--- src/sv/jvsp_pkg.sv ---
// ----------------------------------------------------------------------------
// jvsp_pkg
// Shared types, codes and constants for the vocabulary stream parser.
// ----------------------------------------------------------------------------
package jvsp_pkg;

  localparam int ENTRY_LIMIT_MAX_DEF = 1048576;
  localparam int TEXT_LIMIT_MAX_DEF  = 1024;

  // configuration port
  localparam int CFG_IDX_W     = 1;
  localparam int CFG_DATA_W    = 21;
  localparam int MAX_ENTRIES_W = 21;
  localparam int MAX_TEXT_W    = 11;

  localparam logic [CFG_IDX_W-1:0] CFG_MAX_ENTRIES = 1'd0;
  localparam logic [CFG_IDX_W-1:0] CFG_MAX_TEXT    = 1'd1;

  localparam logic [MAX_ENTRIES_W-1:0] MAX_ENTRIES_RST = 21'd32768;
  localparam logic [MAX_TEXT_W-1:0]    MAX_TEXT_RST    = 11'd256;

  // result fields
  localparam int KIND_W  = 2;
  localparam int BYTE_W  = 8;
  localparam int ID_W    = 32;
  localparam int INDEX_W = 20;

  localparam logic [KIND_W-1:0] KIND_TEXT   = 2'd0;
  localparam logic [KIND_W-1:0] KIND_ENTRY  = 2'd1;
  localparam logic [KIND_W-1:0] KIND_FINISH = 2'd2;

  localparam int QUEUE_DEPTH = 4;

  // characters
  localparam logic [7:0] CH_QUOTE  = 8'h22;
  localparam logic [7:0] CH_BSLASH = 8'h5C;
  localparam logic [7:0] CH_COLON  = 8'h3A;
  localparam logic [7:0] CH_COMMA  = 8'h2C;
  localparam logic [7:0] CH_RBRACE = 8'h7D;
  localparam logic [7:0] CH_N      = 8'h6E;
  localparam logic [7:0] CH_T      = 8'h74;
  localparam logic [7:0] CH_R      = 8'h72;
  localparam logic [7:0] CH_PLUS   = 8'h2B;
  localparam logic [7:0] CH_MINUS  = 8'h2D;
  localparam logic [7:0] CH_0      = 8'h30;
  localparam logic [7:0] CH_9      = 8'h39;
  localparam logic [7:0] CH_TAB    = 8'h09;
  localparam logic [7:0] CH_LF     = 8'h0A;
  localparam logic [7:0] CH_CR     = 8'h0D;
  localparam logic [7:0] CH_SPACE  = 8'h20;

  localparam logic [ID_W-1:0] ID_POS_SAT = 32'h7FFF_FFFF;
  localparam logic [ID_W-1:0] MAG_CAP    = 32'h8000_0000;

  typedef struct packed {
    logic [KIND_W-1:0]       kind;
    logic [BYTE_W-1:0]       text_byte;
    logic signed [ID_W-1:0]  token_id;
    logic [INDEX_W-1:0]      entry_index;
  } result_t;

  // all results caused by one input byte (one to three)
  typedef struct packed {
    logic [1:0]        count;
    result_t [2:0]     rec;
  } bundle_t;

  function automatic result_t mk_text(input logic [BYTE_W-1:0] b,
                                      input logic [INDEX_W-1:0] idx);
    result_t r;
    r.kind        = KIND_TEXT;
    r.text_byte   = b;
    r.token_id    = '0;
    r.entry_index = idx;
    return r;
  endfunction

  function automatic result_t mk_entry(input logic [ID_W-1:0] acc,
                                       input logic neg,
                                       input logic [INDEX_W-1:0] idx);
    result_t r;
    r.kind        = KIND_ENTRY;
    r.text_byte   = '0;
    if (neg) begin
      r.token_id = ID_W'(32'd0 - acc);
    end else begin
      r.token_id = acc[ID_W-1] ? ID_POS_SAT : acc;
    end
    r.entry_index = idx;
    return r;
  endfunction

  function automatic result_t mk_finish();
    result_t r;
    r = '0;
    r.kind = KIND_FINISH;
    return r;
  endfunction

endpackage

--- src/sv/jvsp_parser.sv ---
// ----------------------------------------------------------------------------
// jvsp_parser
// Parse state, limit registers and the per-byte result bundle.
// ----------------------------------------------------------------------------
module jvsp_parser
  import jvsp_pkg::*;
#(
  parameter int ENTRY_LIMIT_MAX = ENTRY_LIMIT_MAX_DEF,
  parameter int TEXT_LIMIT_MAX  = TEXT_LIMIT_MAX_DEF
) (
  input  logic                  clk,
  input  logic                  rst_n,
  input  logic                  cfg_wr_en,
  input  logic [CFG_IDX_W-1:0]  cfg_index,
  input  logic [CFG_DATA_W-1:0] cfg_data,
  input  logic                  in_accept,
  input  logic [BYTE_W-1:0]     in_byte_in,
  input  logic                  in_first_byte,
  input  logic                  in_final_byte,
  output logic                  push_valid,
  output bundle_t               push_bundle
);

  localparam int ECNT_W = $clog2(ENTRY_LIMIT_MAX + 1);
  localparam int ELIM_W = (ECNT_W > MAX_ENTRIES_W) ? ECNT_W : MAX_ENTRIES_W;
  localparam int TCNT_W = $clog2(TEXT_LIMIT_MAX);
  localparam int TLW0   = $clog2(TEXT_LIMIT_MAX + 1);
  localparam int TLIM_W = (TLW0 > MAX_TEXT_W) ? TLW0 : MAX_TEXT_W;

  localparam logic [ELIM_W-1:0] ENT_CAP = ELIM_W'(ENTRY_LIMIT_MAX);
  localparam logic [TLIM_W-1:0] TXT_CAP = TLIM_W'(TEXT_LIMIT_MAX);

  localparam logic [2:0] M_SEEK_QUOTE = 3'd0;
  localparam logic [2:0] M_KEY        = 3'd1;
  localparam logic [2:0] M_SEEK_COLON = 3'd2;
  localparam logic [2:0] M_SPACE      = 3'd3;
  localparam logic [2:0] M_SIGN       = 3'd4;
  localparam logic [2:0] M_DIGITS     = 3'd5;
  localparam logic [2:0] M_SEEK_SEP   = 3'd6;
  localparam logic [2:0] M_DONE       = 3'd7;

  logic [MAX_ENTRIES_W-1:0] max_entries_r;
  logic [MAX_TEXT_W-1:0]    max_text_r;

  logic [2:0]        mode_r, mode_nxt;
  logic              esc_r, esc_nxt;
  logic [TCNT_W-1:0] tc_r, tc_nxt;
  logic [ECNT_W-1:0] ec_r, ec_nxt;
  logic [ID_W-1:0]   acc_r, acc_nxt;
  logic              neg_r, neg_nxt;

  logic [ELIM_W-1:0] ent_lim;
  logic [TLIM_W-1:0] txt_lim;
  logic [TLIM_W-1:0] keep;

  result_t           res [3];
  logic [1:0]        n;
  logic              txt_a_en, txt_b_en, end_num;
  logic [BYTE_W-1:0] txt_a, txt_b;
  logic [ID_W+2:0]   acc_x10;
  logic [BYTE_W-1:0] b;

  // configuration
  always_ff @(posedge clk) begin
    if (!rst_n) begin
      max_entries_r <= MAX_ENTRIES_RST;
      max_text_r    <= MAX_TEXT_RST;
    end else if (cfg_wr_en) begin
      case (cfg_index)
        CFG_MAX_ENTRIES: max_entries_r <= cfg_data[MAX_ENTRIES_W-1:0];
        CFG_MAX_TEXT:    max_text_r    <= cfg_data[MAX_TEXT_W-1:0];
        default: ;
      endcase
    end
  end

  always_comb begin
    ent_lim = (ELIM_W'(max_entries_r) > ENT_CAP) ? ENT_CAP : ELIM_W'(max_entries_r);
    txt_lim = (TLIM_W'(max_text_r) > TXT_CAP) ? TXT_CAP : TLIM_W'(max_text_r);
    keep    = (txt_lim == '0) ? '0 : txt_lim - 1'b1;
  end

  always_comb begin
    b        = in_byte_in;
    mode_nxt = mode_r;
    esc_nxt  = esc_r;
    tc_nxt   = tc_r;
    ec_nxt   = ec_r;
    acc_nxt  = acc_r;
    neg_nxt  = neg_r;
    res      = '{default: '0};
    n        = 2'd0;
    txt_a_en = 1'b0;
    txt_b_en = 1'b0;
    txt_a    = '0;
    txt_b    = '0;
    end_num  = 1'b0;
    acc_x10  = (ID_W+3)'(acc_r) * (ID_W+3)'(10);

    if (in_first_byte) begin
      mode_nxt = M_SEEK_QUOTE;
      esc_nxt  = 1'b0;
      tc_nxt   = '0;
      ec_nxt   = '0;
      acc_nxt  = '0;
      neg_nxt  = 1'b0;
      acc_x10  = '0;
    end

    if (mode_nxt == M_DONE) begin
      // idle until the next buffer starts
    end else if (ELIM_W'(ec_nxt) >= ent_lim) begin
      res[0]   = mk_finish();
      n        = 2'd1;
      mode_nxt = M_DONE;
    end else begin
      case (mode_nxt)
        M_SEEK_QUOTE: begin
          if (b == CH_QUOTE) begin
            mode_nxt = M_KEY;
            tc_nxt   = '0;
            esc_nxt  = 1'b0;
          end
        end
        M_KEY: begin
          if (esc_nxt) begin
            esc_nxt  = 1'b0;
            txt_a_en = 1'b1;
            if (b == CH_QUOTE) begin
              // backslash before the closing quote: keep it, key ends
              txt_a    = CH_BSLASH;
              mode_nxt = M_SEEK_COLON;
            end else if (b == CH_N) begin
              txt_a = CH_LF;
            end else if (b == CH_T) begin
              txt_a = CH_TAB;
            end else if (b == CH_R) begin
              txt_a = CH_CR;
            end else if (b == CH_BSLASH) begin
              txt_a = CH_BSLASH;
            end else begin
              // unknown escape: keep the backslash and the byte
              txt_a    = CH_BSLASH;
              txt_b_en = 1'b1;
              txt_b    = b;
            end
          end else if (b == CH_QUOTE) begin
            mode_nxt = M_SEEK_COLON;
          end else if (b == CH_BSLASH) begin
            esc_nxt = 1'b1;
          end else begin
            txt_a_en = 1'b1;
            txt_a    = b;
          end
        end
        M_SEEK_COLON: begin
          if (b == CH_COLON) begin
            mode_nxt = M_SPACE;
            acc_nxt  = '0;
            neg_nxt  = 1'b0;
            acc_x10  = '0;
          end
        end
        M_SPACE, M_SIGN, M_DIGITS: begin
          if (mode_nxt == M_SPACE && (b inside {CH_SPACE, [CH_TAB:CH_CR]})) begin
            // skip whitespace
          end else if (mode_nxt == M_SPACE && (b == CH_PLUS || b == CH_MINUS)) begin
            neg_nxt  = (b == CH_MINUS);
            mode_nxt = M_SIGN;
          end else if (b inside {[CH_0:CH_9]}) begin
            acc_x10  = acc_x10 + (ID_W+3)'(b - CH_0);
            acc_nxt  = (acc_x10 > (ID_W+3)'(MAG_CAP)) ? MAG_CAP : acc_x10[ID_W-1:0];
            mode_nxt = M_DIGITS;
          end else begin
            end_num = 1'b1;
          end
        end
        default: begin
          if (b == CH_RBRACE) begin
            res[n]   = mk_finish();
            n        = n + 2'd1;
            mode_nxt = M_DONE;
          end else if (b == CH_COMMA) begin
            mode_nxt = M_SEEK_QUOTE;
          end
        end
      endcase

      if (txt_a_en && TLIM_W'(tc_nxt) < keep) begin
        res[n] = mk_text(txt_a, INDEX_W'(ec_nxt));
        n      = n + 2'd1;
        tc_nxt = tc_nxt + 1'b1;
      end
      if (txt_b_en && TLIM_W'(tc_nxt) < keep) begin
        res[n] = mk_text(txt_b, INDEX_W'(ec_nxt));
        n      = n + 2'd1;
        tc_nxt = tc_nxt + 1'b1;
      end

      if (end_num) begin
        res[n] = mk_entry(acc_nxt, neg_nxt, INDEX_W'(ec_nxt));
        n      = n + 2'd1;
        ec_nxt = ec_nxt + 1'b1;
        if (ELIM_W'(ec_nxt) >= ent_lim || b == CH_RBRACE) begin
          res[n]   = mk_finish();
          n        = n + 2'd1;
          mode_nxt = M_DONE;
        end else begin
          mode_nxt = (b == CH_COMMA) ? M_SEEK_QUOTE : M_SEEK_SEP;
        end
      end

      // buffer end: flush a pending number, then close
      if (in_final_byte && mode_nxt != M_DONE) begin
        if (mode_nxt inside {M_SPACE, M_SIGN, M_DIGITS}) begin
          res[n] = mk_entry(acc_nxt, neg_nxt, INDEX_W'(ec_nxt));
          n      = n + 2'd1;
          ec_nxt = ec_nxt + 1'b1;
        end
        res[n]   = mk_finish();
        n        = n + 2'd1;
        mode_nxt = M_DONE;
      end
    end
  end

  always_ff @(posedge clk) begin
    if (!rst_n) begin
      mode_r <= M_SEEK_QUOTE;
      esc_r  <= 1'b0;
      tc_r   <= '0;
      ec_r   <= '0;
      acc_r  <= '0;
      neg_r  <= 1'b0;
    end else if (in_accept) begin
      mode_r <= mode_nxt;
      esc_r  <= esc_nxt;
      tc_r   <= tc_nxt;
      ec_r   <= ec_nxt;
      acc_r  <= acc_nxt;
      neg_r  <= neg_nxt;
    end
  end

  always_comb begin
    push_valid         = in_accept && (n != 2'd0);
    push_bundle.count  = n;
    push_bundle.rec[0] = res[0];
    push_bundle.rec[1] = res[1];
    push_bundle.rec[2] = res[2];
  end

endmodule

--- src/sv/jvsp_result_queue.sv ---
// ----------------------------------------------------------------------------
// jvsp_result_queue
// Queue of per-byte result bundles, unpacked one result per beat.
// ----------------------------------------------------------------------------
module jvsp_result_queue
  import jvsp_pkg::*;
(
  input  logic                      clk,
  input  logic                      rst_n,
  input  logic                      push_valid,
  input  bundle_t                   push_bundle,
  output logic                      full,
  output logic                      out_valid,
  input  logic                      out_stall,
  output logic [KIND_W-1:0]         out_kind,
  output logic [BYTE_W-1:0]         out_text_byte,
  output logic signed [ID_W-1:0]    out_token_id,
  output logic [INDEX_W-1:0]        out_entry_index,
  output logic                      out_last_of_run
);

  localparam int PTR_W = $clog2(QUEUE_DEPTH);
  localparam int CNT_W = $clog2(QUEUE_DEPTH + 1);

  bundle_t           q_mem [QUEUE_DEPTH];
  logic [PTR_W-1:0]  head_r, tail_r;
  logic [CNT_W-1:0]  count_r;
  logic [1:0]        slot_r;

  bundle_t head;
  result_t cur;
  logic    last, beat, pop;

  always_comb begin
    head      = q_mem[head_r];
    cur       = head.rec[slot_r];
    out_valid = (count_r != '0);
    full      = (count_r == CNT_W'(QUEUE_DEPTH));
    last      = (slot_r == head.count - 2'd1);
    beat      = out_valid && !out_stall;
    pop       = beat && last;

    out_kind        = cur.kind;
    out_text_byte   = cur.text_byte;
    out_token_id    = cur.token_id;
    out_entry_index = cur.entry_index;
    out_last_of_run = last;
  end

  always_ff @(posedge clk) begin
    if (push_valid) begin
      q_mem[tail_r] <= push_bundle;
    end
  end

  always_ff @(posedge clk) begin
    if (!rst_n) begin
      head_r  <= '0;
      tail_r  <= '0;
      count_r <= '0;
      slot_r  <= 2'd0;
    end else begin
      if (push_valid) begin
        tail_r <= (tail_r == PTR_W'(QUEUE_DEPTH - 1)) ? '0 : tail_r + 1'b1;
      end
      if (pop) begin
        head_r <= (head_r == PTR_W'(QUEUE_DEPTH - 1)) ? '0 : head_r + 1'b1;
        slot_r <= 2'd0;
      end else if (beat) begin
        slot_r <= slot_r + 2'd1;
      end
      count_r <= count_r + CNT_W'(push_valid) - CNT_W'(pop);
    end
  end

  a_no_push_when_full: assert property (@(posedge clk) disable iff (!rst_n)
    push_valid |-> !full)
    else $error("bundle pushed into a full queue");

  a_count_bound: assert property (@(posedge clk) disable iff (!rst_n)
    count_r <= CNT_W'(QUEUE_DEPTH))
    else $error("queue count beyond depth");

  a_slot_in_bundle: assert property (@(posedge clk) disable iff (!rst_n)
    out_valid |-> (head.count != 2'd0 && slot_r < head.count))
    else $error("result slot outside head bundle");

  a_slot_idle: assert property (@(posedge clk) disable iff (!rst_n)
    !out_valid |-> slot_r == 2'd0)
    else $error("slot index left over on empty queue");

endmodule

--- src/sv/json_vocab_stream_parser_core.sv ---
// ----------------------------------------------------------------------------
// json_vocab_stream_parser_core
// Byte-stream parser for a JSON object of "key": integer pairs.
//
// Input channel (in_*): one raw byte per beat, with first/final buffer flags.
// Output channel (out_*): key text bytes, entry-complete records and a
// parse-finished record, one per beat; out_last_of_run marks the last
// result caused by an input byte.
// Config port (cfg_*): index 0 max_entries, index 1 max_text; write only
// while the block is idle.
// Throughput: one input byte per cycle while in_stall is low. Each byte's
// results are parsed in the cycle it is taken and land in a four-bundle
// result queue, which registers them before they reach out_*. Each result
// takes its own output beat, so the queue sets the sustained rate when
// bytes giving two or three results cluster or the receiver stalls.
// in_stall rises only when the queue holds four bundles.
// Reset: parse state clears, limits return to 32768 and 256, queue empties.
// ----------------------------------------------------------------------------
module json_vocab_stream_parser_core
  import jvsp_pkg::*;
#(
  parameter int ENTRY_LIMIT_MAX = ENTRY_LIMIT_MAX_DEF,
  parameter int TEXT_LIMIT_MAX  = TEXT_LIMIT_MAX_DEF
) (
  input  logic                   clk,
  input  logic                   rst_n,
  input  logic                   cfg_wr_en,
  input  logic [CFG_IDX_W-1:0]   cfg_index,
  input  logic [CFG_DATA_W-1:0]  cfg_data,
  input  logic                   in_valid,
  output logic                   in_stall,
  input  logic [BYTE_W-1:0]      in_byte_in,
  input  logic                   in_first_byte,
  input  logic                   in_final_byte,
  output logic                   out_valid,
  input  logic                   out_stall,
  output logic [KIND_W-1:0]      out_kind,
  output logic [BYTE_W-1:0]      out_text_byte,
  output logic signed [ID_W-1:0] out_token_id,
  output logic [INDEX_W-1:0]     out_entry_index,
  output logic                   out_last_of_run
);

  logic    in_accept;
  logic    push_valid;
  bundle_t push_bundle;
  logic    q_full;

  assign in_stall  = q_full;
  assign in_accept = in_valid && !q_full;

  jvsp_parser #(
    .ENTRY_LIMIT_MAX (ENTRY_LIMIT_MAX),
    .TEXT_LIMIT_MAX  (TEXT_LIMIT_MAX)
  ) u_parser (
    .clk           (clk),
    .rst_n         (rst_n),
    .cfg_wr_en     (cfg_wr_en),
    .cfg_index     (cfg_index),
    .cfg_data      (cfg_data),
    .in_accept     (in_accept),
    .in_byte_in    (in_byte_in),
    .in_first_byte (in_first_byte),
    .in_final_byte (in_final_byte),
    .push_valid    (push_valid),
    .push_bundle   (push_bundle)
  );

  jvsp_result_queue u_queue (
    .clk             (clk),
    .rst_n           (rst_n),
    .push_valid      (push_valid),
    .push_bundle     (push_bundle),
    .full            (q_full),
    .out_valid       (out_valid),
    .out_stall       (out_stall),
    .out_kind        (out_kind),
    .out_text_byte   (out_text_byte),
    .out_token_id    (out_token_id),
    .out_entry_index (out_entry_index),
    .out_last_of_run (out_last_of_run)
  );

endmodule

--- config.mk ---
export PLATFORM = sky130hd
export DESIGN_NAME = json_vocab_stream_parser_core
export DESIGN_NICKNAME = d
export VERILOG_FILES = /design/src/sv/jvsp_pkg.sv /design/src/sv/jvsp_parser.sv /design/src/sv/jvsp_result_queue.sv /design/src/sv/json_vocab_stream_parser_core.sv
export SDC_FILE = /design/constraint.sdc
export NUM_CORES = 1
export LEC_CHECK = 0
export ABC_CLOCK_PERIOD_IN_PS = 17750
export BUFFER_PORTS_ARGS = -buffer_cell sky130_fd_sc_hd__buf_4
export CAP_MARGIN = 0
export CORE_AREA = 2 2 302 304
export CTS_BUF_LIST = sky130_fd_sc_hd__clkbuf_4 sky130_fd_sc_hd__clkbuf_8 sky130_fd_sc_hd__clkbuf_16
export DETAILED_ROUTE_END_ITERATION = 10
export DIE_AREA = 0 0 304 306
export PLACE_DENSITY = 0.66
export RECOVER_POWER = 50
export SETUP_SLACK_MARGIN = 0.15
export SYNTH_ARGS = -nofsm -noshare
export SYNTH_HDL_FRONTEND = slang
export SYNTH_HIERARCHICAL = 1
export SYNTH_SLANG_ARGS = --single-unit
--- constraint.sdc ---
create_clock -name clk -period 17.75 [get_ports clk]
set_input_delay 1.775 -clock clk [delete_from_list [all_inputs] [get_ports clk]]
set_output_delay 1.775 -clock clk [all_outputs]
set_load 0.005 [all_outputs]
== Yosys cells after proc, flatten, opt, wreduce, memory -nomap -nowiden ==
Memory sizes are Yosys's and may differ from the RTL's. A register that Yosys moved wholly into a read port is not among the register bits.
Index checks and enable logic that the tools add are counted.
Operators by class
  reductions and logical operators: 32
  mux-type cells: 183
  bitwise gates (word level): 14
  $lt $le $gt $ge: 24
  $mul: 1
  add/sub/neg operators: 20
  equal/unequal tests: 25
Operators with widths (count)
  $mux 186: 16
  $bwmux 186: 4
  $demux 62 s2: 6
  $mux 62: 12
  $mux 32: 18
  $and 183x183->183: 2
  $not 183->183: 2
  $mux 21: 9
  $mux 8: 17
  $bmux 62 s2: 1
  $mux 124: 1
  $mux 10: 11
  $pmux 32 s2: 1
  $mux 3: 17
  $eq 8x6->1 const B: 6
  $mux 2: 24
  $add 21x1->21 const B: 2
  $ge 21x21->1: 2
  $eq 8x7->1 const B: 5
  $mux 1: 38
  $add 35x35->35: 1
  $gt 35x32->1 const B: 1
  $mux 35: 1
  $mul 32x3->34 const B: 1
  43 further kinds: 101
Word-level totals
  logic and storage cells: 312
  RAM bits: 752
  register bits after elaboration: 109
  input port bits: 37
  output and inout bits: 65
  memories: 1
Memories
  u_queue.q_mem: words 4, bits a word 188, rd ports 1, clocked after memory_dff 1, write ports 1, RTL line jvsp_result_queue.sv:25  | bundle_t q_mem [QUEUE_DEPTH];

== Depth between registers and ports, before layout ==
  word-level depth: 37
  depth in mapped cells: 49
  mapped depth without buffers: 46

== Hierarchy ==
Netlist, hierarchy kept.
By module, submodules not included
  jvsp_result_queue: cells an instance 1257, seq. area each 22801.9 um^2, times used 1, area an instance 28925.2 um^2
  jvsp_parser: cells an instance 2274, seq. area each 2001.9 um^2, times used 1, area an instance 15703.8 um^2
  json_vocab_stream_parser_core: cells an instance 1, seq. area each 0.0 um^2, times used 1, area an instance 13.8 um^2

== Least setup slack after synthesis ==
No wires, ideal clock.
  kind: input to register
  start point: in in_byte_in[2]
  end point: mem u_queue/q_mem[0][0] (netlist bit), enable pin
  setup time: 0.570 ns
  data required time: 17.180 ns
  stages: 40
  arrival: 13.798 ns
  buffers on the path: 3
  path slack: 3.381 ns
  cell sequence: clkbuf_1 nor4_1 a41oi_1 clkbuf_1 and2_1 ha_1 a21o_1 a21oi_1 a21oi_1 a21oi_1 o221ai_1 clkinv_1 and3_1 mux2_2 ha_1 a21o_1 a21o_1 a21oi_1 [4 not listed] a31oi_1 nor2_1 nand2_1 and2_1 clkbuf_1 fa_1 inv_1 ha_1 mux2i_1 mux2i_1 inv_1 ha_1 mux2i_1 inv_1 ha_1 mux2_2 a211oi_1 and2_1
Between the ends
  cells in the longest elaborated chain, start to end: 35
  elaborated cells on any way between the ends: 105
  classes of those cells: 7 x add/sub; 6 x order compare; 15 x eq/ne; 64 x mux; 13 x reduce/logical
RTL lines
  from (decl): RTL line json_vocab_stream_parser_core.sv:32  | input logic [BYTE_W-1:0] in_byte_in,
  parallel branches: the longest is 28 deep, another holds $lt 10x11->1
  $mux 2 *: RTL line jvsp_parser.sv:214  | if (in_final_byte && mode_nxt != M_DONE) begin
  $mux 2 *: RTL line jvsp_parser.sv:112  | end else if (ELIM_W'(ec_nxt) >= ent_lim) begin
  $mux 2 *: RTL line jvsp_parser.sv:110  | if (mode_nxt == M_DONE) begin
  $reduce_bool 2->1 *: RTL line jvsp_parser.sv:246  | push_valid = in_accept && (n != 2'd0);
  $logic_and 1x1->1 *: RTL line jvsp_parser.sv:246
  via push_valid: RTL line json_vocab_stream_parser_core.sv:45  | logic push_valid;
  $mux 1 *: RTL line jvsp_result_queue.sv:51  | if (push_valid) begin
  $mux 1 (not written as such) *: RTL line jvsp_result_queue.sv:52  | q_mem[tail_r] <= push_bundle;
  to (decl): RTL line jvsp_result_queue.sv:25
Mark *: on every way through the listed nets, which the timed path passes. The select of a mux whose other input is x is not followed.

== Worst setup path in the final report ==
  start point: in in_first_byte
  end point: mem u_queue/q_mem[2][99] (netlist bit), enable pin
Between the ends
  cells in the longest elaborated chain, start to end: 34
  elaborated cells on any way between the ends: 93
  classes of those cells: 8 x add/sub; 4 x order compare; 10 x eq/ne; 59 x mux; 12 x reduce/logical
RTL lines
  from (decl): RTL line json_vocab_stream_parser_core.sv:33  | input logic in_first_byte,
  $mux 3 / $mux 10 (equally long branches): RTL line jvsp_parser.sv:100  | if (in_first_byte) begin
  $logic_not 3->1 / $mux 10 (equally long branches): RTL line jvsp_parser.sv:117, jvsp_parser.sv:119
  $mux 10: RTL line jvsp_parser.sv:117  | case (mode_nxt)
  $mux 10: RTL line jvsp_parser.sv:112
  $mux 10: RTL line jvsp_parser.sv:110
  $lt 10x11->1: RTL line jvsp_parser.sv:189  | if (txt_a_en && TLIM_W'(tc_nxt) < keep) begin
  $logic_and 1x1->1: RTL line jvsp_parser.sv:189
  $mux 10: RTL line jvsp_parser.sv:189
  [19 not listed]
  $mux 2: RTL line jvsp_parser.sv:214
  $mux 2: RTL line jvsp_parser.sv:112
  $mux 2 *: RTL line jvsp_parser.sv:110
  $reduce_bool 2->1 *: RTL line jvsp_parser.sv:246
  $logic_and 1x1->1 *: RTL line jvsp_parser.sv:246
  via push_valid: RTL line json_vocab_stream_parser_core.sv:45
  $mux 1 *: RTL line jvsp_result_queue.sv:51
  $mux 1 (not written as such) *: RTL line jvsp_result_queue.sv:52
The timed path passes the listed nets; every way through them passes the cells marked *. The select of a mux whose other input is x is not followed.

==> flow_summary_export.csv <==
group,metric,value,unit
run_status,outcome,"finished, violations left",
run_status,violations,"capacitance limit, slew limit",
logic_synthesis,yosysSeqAreaShare,55.6,%
worst_setup_path,critPathLaunch,"in_first_byte",
logic_synthesis,yosysUniqueCellTypes,102,
logic_synthesis,ys_top_cells_by_area,"edfxtp_1 (51%), mux4_2 (9.5%), ha_1 (5.2%)",
logic_synthesis,synth_top_area_cell,"edfxtp_1",
logic_synthesis,ys_ff_latch,863,
timing,timing.hold.ws,481,ps
min_path,min_path_type,"register to register",
clock_tree,clock_latency,660,ps
worst_setup_path,critPathMostFrequentCell,"ha_1",
global_route,grt_pass1_wl,179000,µm
routing,vias,30129,
routing,wl_per_cell,24.4,µm
power_and_ir_drop,cellLeakagePower,0.0168,µW
routing,dr.pass1.iters,6,
timing,fmax,0.0718,GHz
logic_synthesis,synthArstFlopShare,0,%
global_route,grt_pass1_vias,29213,
clock_tree,clock_sinks,863,
worst_setup_path,crit_fanout,56,
floorplan,initial_core_util,49.8,%
logic_synthesis,synth_warnings,6,
logic_synthesis,ys.flop_type,"edfxtp_1",
global_route,antenna_found_initial,1,
clock_tree,cts_tree,"yes",
floorplan,die_h,306,µm
final_layout,drive_gt1_share,14.3,%
timing,worst_pin_slew,3800,ps
clock_tree,post_cts_resized,0,
flow_run,maxCapViolCount,13,
worst_setup_path,arrival,14220,ps
clock_tree,cts-htree-levels,3,
worst_setup_path,path_class,"primary input to register",
logic_synthesis,netlist_area,44600,µm²
worst_setup_path,r2r-start,"u_parser/max_text_r[2]$_SDFFE_PN0P_",
min_path,hp-start,"u_parser/ec_r[18]$_SDFFE_PN0P_",
placed_design,gp_congestion,0.927,
routing,drcViolationCount,0,
worst_setup_path,r2r_cells,44,
global_route,grt.overflow.total,0,
power_and_ir_drop,finalPower,5390,µW
floorplan,die-width,304,µm
global_route,grt_max_degree,130,
min_path,whs_path_depth,2,
final_layout,synthToLayoutAreaGrowth,10.8,%
floorplan,dieArea,93000,µm²
placed_design,port_buffers,101,
final_layout,ff_latch_area,24800,µm²
routing,drt_iter0_drc,3225,
placed_design,dpl.hpwl,77700,µm
logic_synthesis,syn_inst,3532,
floorplan,ioPinCount,102,
global_route,grt_util_all_layers,25.1,%
final_layout,instances_no_fill,4834,
clock_tree,cts_buffer_depth,3,
timing,fin_setup_tns,0,ps
clock_tree,post_cts_buffers,0,
worst_setup_path,max_stage_delay,1130,ps
clock_tree,holdBufCountCts,0,
final_layout,multiInputGateArea,18800,µm²
timing,hold_viol,0,
worst_setup_path,endpoint_kind,"register",
floorplan,placementRows,110,
worst_setup_path,worstPathRequired,18030,ps
timing,slew_headroom,-154,%
timing,period_share,78.5,%
timing,min_period,13930,ps
logic_synthesis,syn_nets,3759,
worst_setup_path,crit_slowest_cell,"clkbuf_1",
clock_tree,clock-root-buffer,"clkbuf_16",
clock_tree,clk_pin_slew_worst_paths,60,ps
timing,final_max_slew_viol_count,518,
logic_synthesis,avgSynthCellArea,12.6,µm²
final_layout,diodes,0,
final_layout,fill_cells,7367,
timing,grt_setup_unrepaired,"false",
power_and_ir_drop,ir_drop,0.0816,mV
final_layout,finalNetCount,3817,
floorplan,coreArea,89600,µm²
routing,wirelength,118000,µm
routing,via_per_inst,6.23,
power_and_ir_drop,powerDensity,109,nW/µm²
routing,drtAntennaViolNets,0,
logic_synthesis,synth_top_cell_area_share,50.6,%
worst_setup_path,startpoint_type,"primary input",
logic_synthesis,synth_edf_count,752,
clock_tree,numCtsBuffers,89,
placed_design,place_inst,4675,
timing,fin_skew,20.6,ps
timing,setup-violations-final,0,
==> final timing paths <==
check,end,slack [ps]
worst max-delay path,u_queue/q_mem[2][99]$_DFFE_PP_,3820
worst min-delay path,u_parser/ec_r[18]$_SDFFE_PN0P_,480
worst max register to register,u_queue/q_mem[2][99]$_DFFE_PP_,4880
worst min register to register,u_parser/ec_r[18]$_SDFFE_PN0P_,480
==> synthesized netlist by cell type, types with 32 or more instances <==
cell type	instances
edfxtp_1	752
nand2_1	394
nor2_1	240
mux4_2	189
ha_1	186
clkbuf_1	129
a21oi_1	126
dfxtp_1	111
o21ai_0	101
xnor2_1	85
nand3_1	82
inv_1	79
mux2i_1	76
o21ai_1	75
nor3_1	62
a21o_1	61
a21boi_0	59
xor2_1	59
and2_1	49
and3_1	46
nor2b_1	44
o22ai_1	41
a211oi_1	39
a31oi_1	33
nand4_1	32
==> report_power, final <==
part | total [µW] | switching, µW | leakage (µW) | internal (µW)
logic | 1030 | 592 | 0.00792 | 440
registers | 2440 | 62.2 | 0.00742 | 2380
clock network | 1910 | 780 | 0.00148 | 1130
==> sequential cells by signal, indices dropped and copies added (netlist names), 3 cells and up, named ones only <==
register / count
u_parser/tc_r: 10
u_parser/max_text_r: 11
u_queue/count_r: 3
u_queue/q_mem: 752
u_parser/ec_r: 21
u_parser/mode_r: 3
u_parser/acc_r: 32
u_parser/max_entries_r: 21
==> cells in the final DEF, fill, tap and decap left out, types with 86 or more instances in the layout <==
cell type,instances
nor2_1,239
nand2_1,394
dfxtp_1,108
mux4_2,189
xnor2_1,86
ha_1,186
o21ai_0,128
clkbuf_16,93
a21oi_1,126
edfxtp_1,752
buf_4,101
==> stage by stage <==
stage / area, µm² / worst slack, ps / util, %
5_1_grt: 49500 / 2720 / 55.2
3_3_place_gp: 46600 / 4670 / 52.0
2_1_floorplan: 44600 / 3380 / -
6_report: 49500 / 3820 / 55.2
4_1_cts: 49600 / 5200 / 55.3
3_5_place_dp: 46600 / 4520 / 52.0
==> layer usage <==
| metal | share of wire, % | wire length, µm | vias to the layer above | track usage [%] |
|---|---|---|---|---|
| met4 | 1.7 | 2020 | 0 | 5.77 |
| met3 | 9.6 | 11300 | 149 | 5.05 |
| met2 | 45 | 52500 | 1318 | 38.1 |
| li1 | - | - | 13667 | - |
| met5 | 0 | 0 | - | 0 |
| met1 | 44 | 51900 | 14995 | 37.4 |
==> worst max-delay path: cells and delay by family <==
family | cells | cell delay (ps)
AOI/OAI and AO/OA | 13 | 3090
adders and majority gates | 6 | 1830
buffers and inverters | 8 | 3980
muxes | 5 | 1280
and+or+nand+nor | 8 | 2170
==> layout make-up <==
cell class | instances | share of cell area [%]
multi-input combinational | 2407 | 38.0
sequential | 863 | 50.2
timing repair buffer | 148 | 2.13
tap | 1176 | 2.97
inverter | 81 | 0.615
clock inverter | 49 | 1.12
clock buffer | 110 | 4.98
==> cell families (layout without fill, tap and decap cells) <==
| group | after synthesis | count (layout) | share of synthesized area (%) |
|---|---|---|---|
| compound gates | 705 | 705 | 10.5 |
| xor+xnor | 146 | 146 | 2.92 |
| fa+ha+maj | 190 | 190 | 5.39 |
| buf+inv | 262 | 388 | 2.35 |
| flops | 863 | 863 | 55.6 |
| mux | 271 | 271 | 11.4 |
| simple gates | 1095 | 1095 | 11.8 |
No activity file was read; power rests on OpenSTA's default activity.
